`src/rtl/core/mpt_pkg.sv`:
```
// shared types and constants of the max priority table
`default_nettype none

package mpt_pkg;

    localparam int MAX_ENTRIES = 1024;
    localparam int IDX_W       = $clog2(MAX_ENTRIES);
    localparam int CNT_W       = $clog2(MAX_ENTRIES + 1);
    localparam int PAY_W       = 32;
    localparam int PRI_W       = 16;
    localparam int OP_W        = 3;
    localparam int ST_W        = 3;

    localparam logic [CNT_W-1:0] MAX_CNT = CNT_W'(MAX_ENTRIES);
    localparam logic [PRI_W-1:0] PRI_MAX = '1;

    typedef enum logic [OP_W-1:0] {
        OP_ADD     = 3'd0,
        OP_PROMOTE = 3'd1,
        OP_POP     = 3'd2,
        OP_PEEK    = 3'd3,
        OP_CHECK   = 3'd4,
        OP_READ    = 3'd5
    } t_op;

    typedef enum logic [ST_W-1:0] {
        ST_OK      = 3'd0,
        ST_EMPTY   = 3'd1,
        ST_FULL    = 3'd2,
        ST_NEVER   = 3'd3,
        ST_REMOVED = 3'd4
    } t_status;

    typedef enum logic [2:0] {
        S_IDLE,
        S_EXEC,
        S_LOOK,
        S_SCAN,
        S_DRAIN,
        S_COMMIT,
        S_FIN
    } t_state;

    typedef struct packed {
        logic             live;
        logic [PRI_W-1:0] pri;
        logic [PAY_W-1:0] payload;
    } t_entry;

    typedef struct packed {
        logic [OP_W-1:0]  opcode;
        logic [IDX_W-1:0] entry_id;
        logic [PAY_W-1:0] payload;
    } t_item;

    typedef struct packed {
        t_status          status;
        logic [IDX_W-1:0] result_id;
        logic [PAY_W-1:0] result_payload;
        logic [PRI_W-1:0] result_priority;
        logic             is_live;
    } t_res;

    typedef struct packed {
        logic             rd_en;
        logic [IDX_W-1:0] rd_addr;
        logic             wr_en;
        logic [IDX_W-1:0] wr_addr;
        t_entry           wr_data;
    } t_mem_req;

endpackage

`default_nettype wire

```
`src/rtl/core/mpt_ctrl.sv`:
```
// sequencer with the shared priority compare that scans the entry memory
`default_nettype none

module mpt_ctrl (
    input  wire logic              i_clk,
    input  wire logic              i_rst_n,
    input  wire logic              i_in_valid,
    output logic                   o_in_ready,
    input  wire mpt_pkg::t_item    i_item,
    output mpt_pkg::t_mem_req      o_mem_req,
    input  wire mpt_pkg::t_entry   i_rd_data,
    output mpt_pkg::t_res          o_res,
    output logic                   o_res_valid,
    input  wire logic              i_res_ack
);
    import mpt_pkg::*;

    t_state           r_state, n_state;
    logic [CNT_W-1:0] r_count, n_count;
    t_op              r_op, n_op;
    logic [IDX_W-1:0] r_id, n_id;
    logic [PAY_W-1:0] r_pl, n_pl;
    logic [IDX_W-1:0] r_scan_idx, n_scan_idx;
    logic             r_rd_vld, n_rd_vld;
    logic [IDX_W-1:0] r_rd_idx, n_rd_idx;
    logic             r_found, n_found;
    logic [IDX_W-1:0] r_best_idx, n_best_idx;
    logic [PRI_W-1:0] r_best_pri, n_best_pri;
    logic [PAY_W-1:0] r_best_pl, n_best_pl;
    t_res             r_res, n_res;
    logic             take;

    always_ff @(posedge i_clk) begin
        if (!i_rst_n) begin
            r_state  <= S_IDLE;
            r_count  <= '0;
            r_rd_vld <= 1'b0;
            r_found  <= 1'b0;
        end else begin
            r_state  <= n_state;
            r_count  <= n_count;
            r_rd_vld <= n_rd_vld;
            r_found  <= n_found;
        end
    end

    always_ff @(posedge i_clk) begin
        r_op       <= n_op;
        r_id       <= n_id;
        r_pl       <= n_pl;
        r_scan_idx <= n_scan_idx;
        r_rd_idx   <= n_rd_idx;
        r_best_idx <= n_best_idx;
        r_best_pri <= n_best_pri;
        r_best_pl  <= n_best_pl;
        r_res      <= n_res;
    end

    // shared compare: later ids win ties
    assign take = r_rd_vld && i_rd_data.live && (!r_found || (i_rd_data.pri >= r_best_pri));

    always_comb begin
        n_state     = r_state;
        n_count     = r_count;
        n_op        = r_op;
        n_id        = r_id;
        n_pl        = r_pl;
        n_scan_idx  = r_scan_idx;
        n_rd_vld    = 1'b0;
        n_rd_idx    = r_rd_idx;
        n_found     = r_found;
        n_best_idx  = r_best_idx;
        n_best_pri  = r_best_pri;
        n_best_pl   = r_best_pl;
        n_res       = r_res;
        o_mem_req   = '0;
        o_in_ready  = 1'b0;
        o_res_valid = 1'b0;

        if (take) begin
            n_found    = 1'b1;
            n_best_idx = r_rd_idx;
            n_best_pri = i_rd_data.pri;
            n_best_pl  = i_rd_data.payload;
        end

        unique case (r_state)
            S_IDLE: begin
                o_in_ready = 1'b1;
                if (i_in_valid) begin
                    n_op    = t_op'(i_item.opcode);
                    n_id    = i_item.entry_id;
                    n_pl    = i_item.payload;
                    n_state = S_EXEC;
                end
            end
            S_EXEC: begin
                n_res   = '0;
                n_state = S_FIN;
                unique case (r_op)
                    OP_ADD: begin
                        if (r_count == MAX_CNT) begin
                            n_res.status = ST_FULL;
                        end else begin
                            o_mem_req.wr_en           = 1'b1;
                            o_mem_req.wr_addr         = r_count[IDX_W-1:0];
                            o_mem_req.wr_data.live    = 1'b1;
                            o_mem_req.wr_data.pri     = '0;
                            o_mem_req.wr_data.payload = r_pl;
                            n_res.result_id           = r_count[IDX_W-1:0];
                            n_count                   = r_count + CNT_W'(1);
                        end
                    end
                    OP_PROMOTE, OP_CHECK, OP_READ: begin
                        if (CNT_W'(r_id) >= r_count) begin
                            n_res.status = ST_NEVER;
                        end else begin
                            o_mem_req.rd_en   = 1'b1;
                            o_mem_req.rd_addr = r_id;
                            n_state           = S_LOOK;
                        end
                    end
                    OP_POP, OP_PEEK: begin
                        if (r_count == '0) begin
                            n_res.status = ST_EMPTY;
                        end else begin
                            n_found    = 1'b0;
                            n_scan_idx = '0;
                            n_state    = S_SCAN;
                        end
                    end
                    default: begin
                        n_state = S_FIN;
                    end
                endcase
            end
            S_LOOK: begin
                n_state = S_FIN;
                priority if (!i_rd_data.live) begin
                    n_res.status = ST_REMOVED;
                end else if (r_op == OP_PROMOTE) begin
                    if (i_rd_data.pri != PRI_MAX) begin
                        o_mem_req.wr_en       = 1'b1;
                        o_mem_req.wr_addr     = r_id;
                        o_mem_req.wr_data     = i_rd_data;
                        o_mem_req.wr_data.pri = i_rd_data.pri + PRI_W'(1);
                    end
                end else if (r_op == OP_CHECK) begin
                    n_res.is_live = 1'b1;
                end else begin
                    n_res.result_payload = i_rd_data.payload;
                end
            end
            S_SCAN: begin
                o_mem_req.rd_en   = 1'b1;
                o_mem_req.rd_addr = r_scan_idx;
                n_rd_vld          = 1'b1;
                n_rd_idx          = r_scan_idx;
                if (CNT_W'(r_scan_idx) == (r_count - CNT_W'(1))) begin
                    n_state = S_DRAIN;
                end else begin
                    n_scan_idx = r_scan_idx + IDX_W'(1);
                end
            end
            S_DRAIN: begin
                // last read word is compared here
                n_state = S_COMMIT;
            end
            S_COMMIT: begin
                n_state = S_FIN;
                if (!r_found) begin
                    n_res.status = ST_EMPTY;
                end else begin
                    n_res.result_id       = r_best_idx;
                    n_res.result_payload  = r_best_pl;
                    n_res.result_priority = r_best_pri;
                    if (r_op == OP_POP) begin
                        o_mem_req.wr_en           = 1'b1;
                        o_mem_req.wr_addr         = r_best_idx;
                        o_mem_req.wr_data.live    = 1'b0;
                        o_mem_req.wr_data.pri     = r_best_pri;
                        o_mem_req.wr_data.payload = r_best_pl;
                    end
                end
            end
            S_FIN: begin
                o_res_valid = 1'b1;
                if (i_res_ack) begin
                    n_state = S_IDLE;
                end
            end
            default: begin
                n_state = S_IDLE;
            end
        endcase
    end

    assign o_res = r_res;

endmodule

`default_nettype wire

```
`config.mk`:
```
export PLATFORM = sky130hd
export DESIGN_NAME = mpt_ctrl
export DESIGN_NICKNAME = d
export VERILOG_FILES = /design/src/rtl/core/mpt_pkg.sv /design/src/rtl/core/mpt_ctrl.sv
export SDC_FILE = /design/constraint.sdc
export NUM_CORES = 1
export LEC_CHECK = 0
export BUFFER_PORTS_ARGS = -buffer_cell sky130_fd_sc_hd__buf_2
export CAP_MARGIN = 20
export CORE_ASPECT_RATIO = 0.6
export CORE_MARGIN = 2
export CORE_UTILIZATION = 45
export DETAILED_ROUTE_END_ITERATION = 12
export GPL_TIMING_DRIVEN = 1
export MAX_ROUTING_LAYER = met4
export PLACE_DENSITY = 0.7
export SLEW_MARGIN = 20
export SYNTH_ARGS = -nofsm -noshare
export SYNTH_HDL_FRONTEND = slang
export SYNTH_SLANG_ARGS = --single-unit
```
`constraint.sdc`:
```
create_clock -name i_clk -period 6.8 [get_ports i_clk]
set_input_delay 0.68 -clock i_clk [delete_from_list [all_inputs] [get_ports i_clk]]
set_output_delay 0.68 -clock i_clk [all_outputs]
set_load 0.1 [all_outputs]
```
==> impl_metrics.json <==
{
  "reg2reg_from": "r_count[0]",
  "crit_chain": "inv_1, ha_1, nor4b_4, nand4_1, and2_1, buf_4, a22oi_1, o21ai_0, buf_2",
  "coreArea_um2": 20900,
  "vias": 7371,
  "io_buffers": 232,
  "initial_core_util_pct": 45.6,
  "syn_inst": 822,
  "critPathArrivalTime_ns": 3.94,
  "async_reset_ff_share_pct": 0,
  "drive_above_1_share_pct": 27.9,
  "p_total_mw": 3.92,
  "dp_hpwl_um": 19000,
  "max_stage_delay_ns": 0.82,
  "setup_viol_count_final": 0,
  "cts_made_buffers": 21,
  "antenna_found_initial": 2,
  "fin_cells": 1335,
  "finalClockSkew_ns": 0.00833,
  "slew_violations": 0,
  "post-route-period-util_pct": 67.9,
  "rsz0062_at_grt": "no",
  "fp.dieH_um": 117,
  "place_area_um2": 11000,
  "p_leak_nw": 4.66,
  "dp_slack_ns": 2.62,
  "critPathSlowestCell": "and2_1",
  "cts_tree": "yes",
  "slew_headroom_pct": 30.1,
  "rrSetupSlack_ns": 3.50,
  "die_w_um": 192,
  "areaGrowthSynthToFinish_pct": 21.6,
  "dieArea_um2": 22500,
  "rows": 41,
  "synth_ff_type": "edfxtp_1",
  "grt_pass1_vias": 6894,
  "postCtsHoldBufs": 0,
  "reg2reg_depth": 9,
  "cp_num_buf_inv": 3,
  "hold_depth": 1,
  "p_per_area_nw_per_um2": 337,
  "ys_seq_area_share_pct": 61.5,
  "cts_resized": 0,
  "io-pin-count": 233,
  "synth_warnings": 0,
  "synth-seq-cells": 201,
  "synth_cell_types": 63,
  "min_to": "r_pl[23]",
  "cp-startpoint": "r_count[0]",
  "grt_usage_pct": 24.2,
  "cts_buffer_depth": 3,
  "firstDrtPassIters": 6,
  "worstSetupPathType": "register to output port",
  "clk_latency_ns": 0.50,
  "drc": 0,
  "worst_ep_required_time_ns": 6.12,
  "clk_pin_slew_ns": 0.06,
  "critPathLaunchType": "register",
  "drt_iter0_markers": 756,
  "timing.hold.ws_ns": 0.354,
  "synth-edff-count": 185,
  "irDropWorstVdd_mv": 0.229,
  "hp-class": "primary input to register",
  "worst_pin_slew_ns": 1.05,
  "clockRootBuffer": "clkbuf_16",
  "wirelength_um": 26900,
  "max_freq_ghz": 0.216,
  "drv_cap": 0,
  "hp-start": "i_item[23]",
  "avgSynthCellArea_um2": 11.6,
  "crit_family": "simple AND/OR/NAND/NOR gates",
  "htreeDepth": 1,
  "grt_max_degree": 45,
  "antenna_left": 0,
  "cts_setup_buffers": 0,
  "hold_viol_final": 0,
  "cp_max_fo": 21,
  "final_cell_area_um2": 11600,
  "place_congestion": 0.884,
  "wire_per_inst_um": 20.1,
  "grt_pass1_wl_um": 39600,
  "cts_sinks": 201,
  "grt-ovfl-total": 0,
  "final_net_count": 1167,
  "netlist_area_um2": 9550,
  "final.setup.tns_ns": 0,
  "finalWorstSetupSlack_ns": 2.18,
  "viasPerCell": 5.52,
  "synth_nets": 950,
  "end_kind": "output port",
  "outcome": "complete, no violations",
  "rr_endpoint": "r_count[5]",
  "period_minus_slack_ns": 4.62,
  "final_core_util_pct": 55.5,
  "placedCellCount": 1295
}
## cell usage in the layout, fill, tap and decap left out, types with 30 or more instances in the layout
| cell | instances |
|---|---|
| buf_2 | 232 |
| edfxtp_1 | 185 |
| xnor2_1 | 30 |
| inv_1 | 40 |
| nor2_1 | 50 |
| o21ai_0 | 60 |
| ha_1 | 30 |
| nand2_1 | 131 |
| a22oi_1 | 39 |
## where the power goes
part	switching [mW]	total [mW]	internal, mW
Sequential	0.0824	1.63	1.55
Combinational	0.997	1.18	0.183
Clock	0.484	1.10	0.621
Total	1.56	3.92	2.35
## cells in the mapped netlist, drive strengths merged (2+ instances only)
library cell  instances  area share (%)
nand3                16            0.84
nor2b                 4            0.26
nor3b                 4            0.31
a21o                  4            0.31
nand4                11            0.72
xor2                 11             1.0
a22oi                39             3.1
inv                  40             1.6
o211ai                2            0.16
xnor2                30             2.8
a211oi                3            0.24
dfxtp                16             3.4
nor2                 51             2.0
nand2b               10            0.65
and3                  6            0.39
nor4                  7            0.68
ha                   30             3.9
buf                  20             1.3
o22ai                 4            0.26
a31oi                 3            0.20
edfxtp              185              58
a21boi                2            0.16
or3                   9            0.59
clkbuf               27             1.1
o311ai                2            0.18
a22o                 21             1.9
a221o                 6            0.63
a21oi                10            0.52
a2111o                2            0.24
o21ai                62             3.2
nand2               132             5.2
nor3                 12            0.68
or2                   5            0.33
and2                 17             1.1
## registers in the layout, summed over array words and instances, names as in the netlist
signal / flops
r_best_idx: 10
r_op: 3
r_pl: 32
r_found: 1
r_best_pl: 32
o_res: 62
r_rd_idx: 10
r_state: 3
r_best_pri: 16
r_count: 11
r_rd_vld: 1
r_scan_idx: 10
r_id: 10
## kinds of logic after synthesis
family | synth area share (%)
AOI/OAI and AO/OA | 12.2
xor gates and xnor gates | 3.76
adders and majority gates | 3.93
buffers and inverters | 3.97
DFF | 61.5
and+or+nand+nor | 14.7
## area by class of cell
type                    instances  area (um2)
clock buffers                  24         547
repair buffers                241        1230
multi-input cells             533        3350
flip-flops and latches        201        5880
inverters                      41         154
fillers                      1830        9320
well taps                     279         349
clock inverters                13         108
diodes                          3        7.51
## routing by layer
metal  track usage, %  vias to the layer above  wire, um
li1                 -                     3440         -
met1             35.1                     3535     12200
met2             33.8                      366     11400
met3             6.56                       30      2850
met4             5.50                        0       472
met5                -                        -         0
## how the worst max path moves through the flow
stage / slack (ns) / end / cells past startpoint
after CTS: 2.15 / o_mem_req[51] / 6
after floorplan: 0.69 / r_best_idx[0] / 6
final: 2.18 / o_mem_req[51] / 9
after global routing: 1.89 / o_mem_req[51] / 7
after global placement: 2.65 / o_mem_req[49] / 9
after detailed placement: 2.62 / o_mem_req[51] / 9
Power figures use the tool's default switching activity.
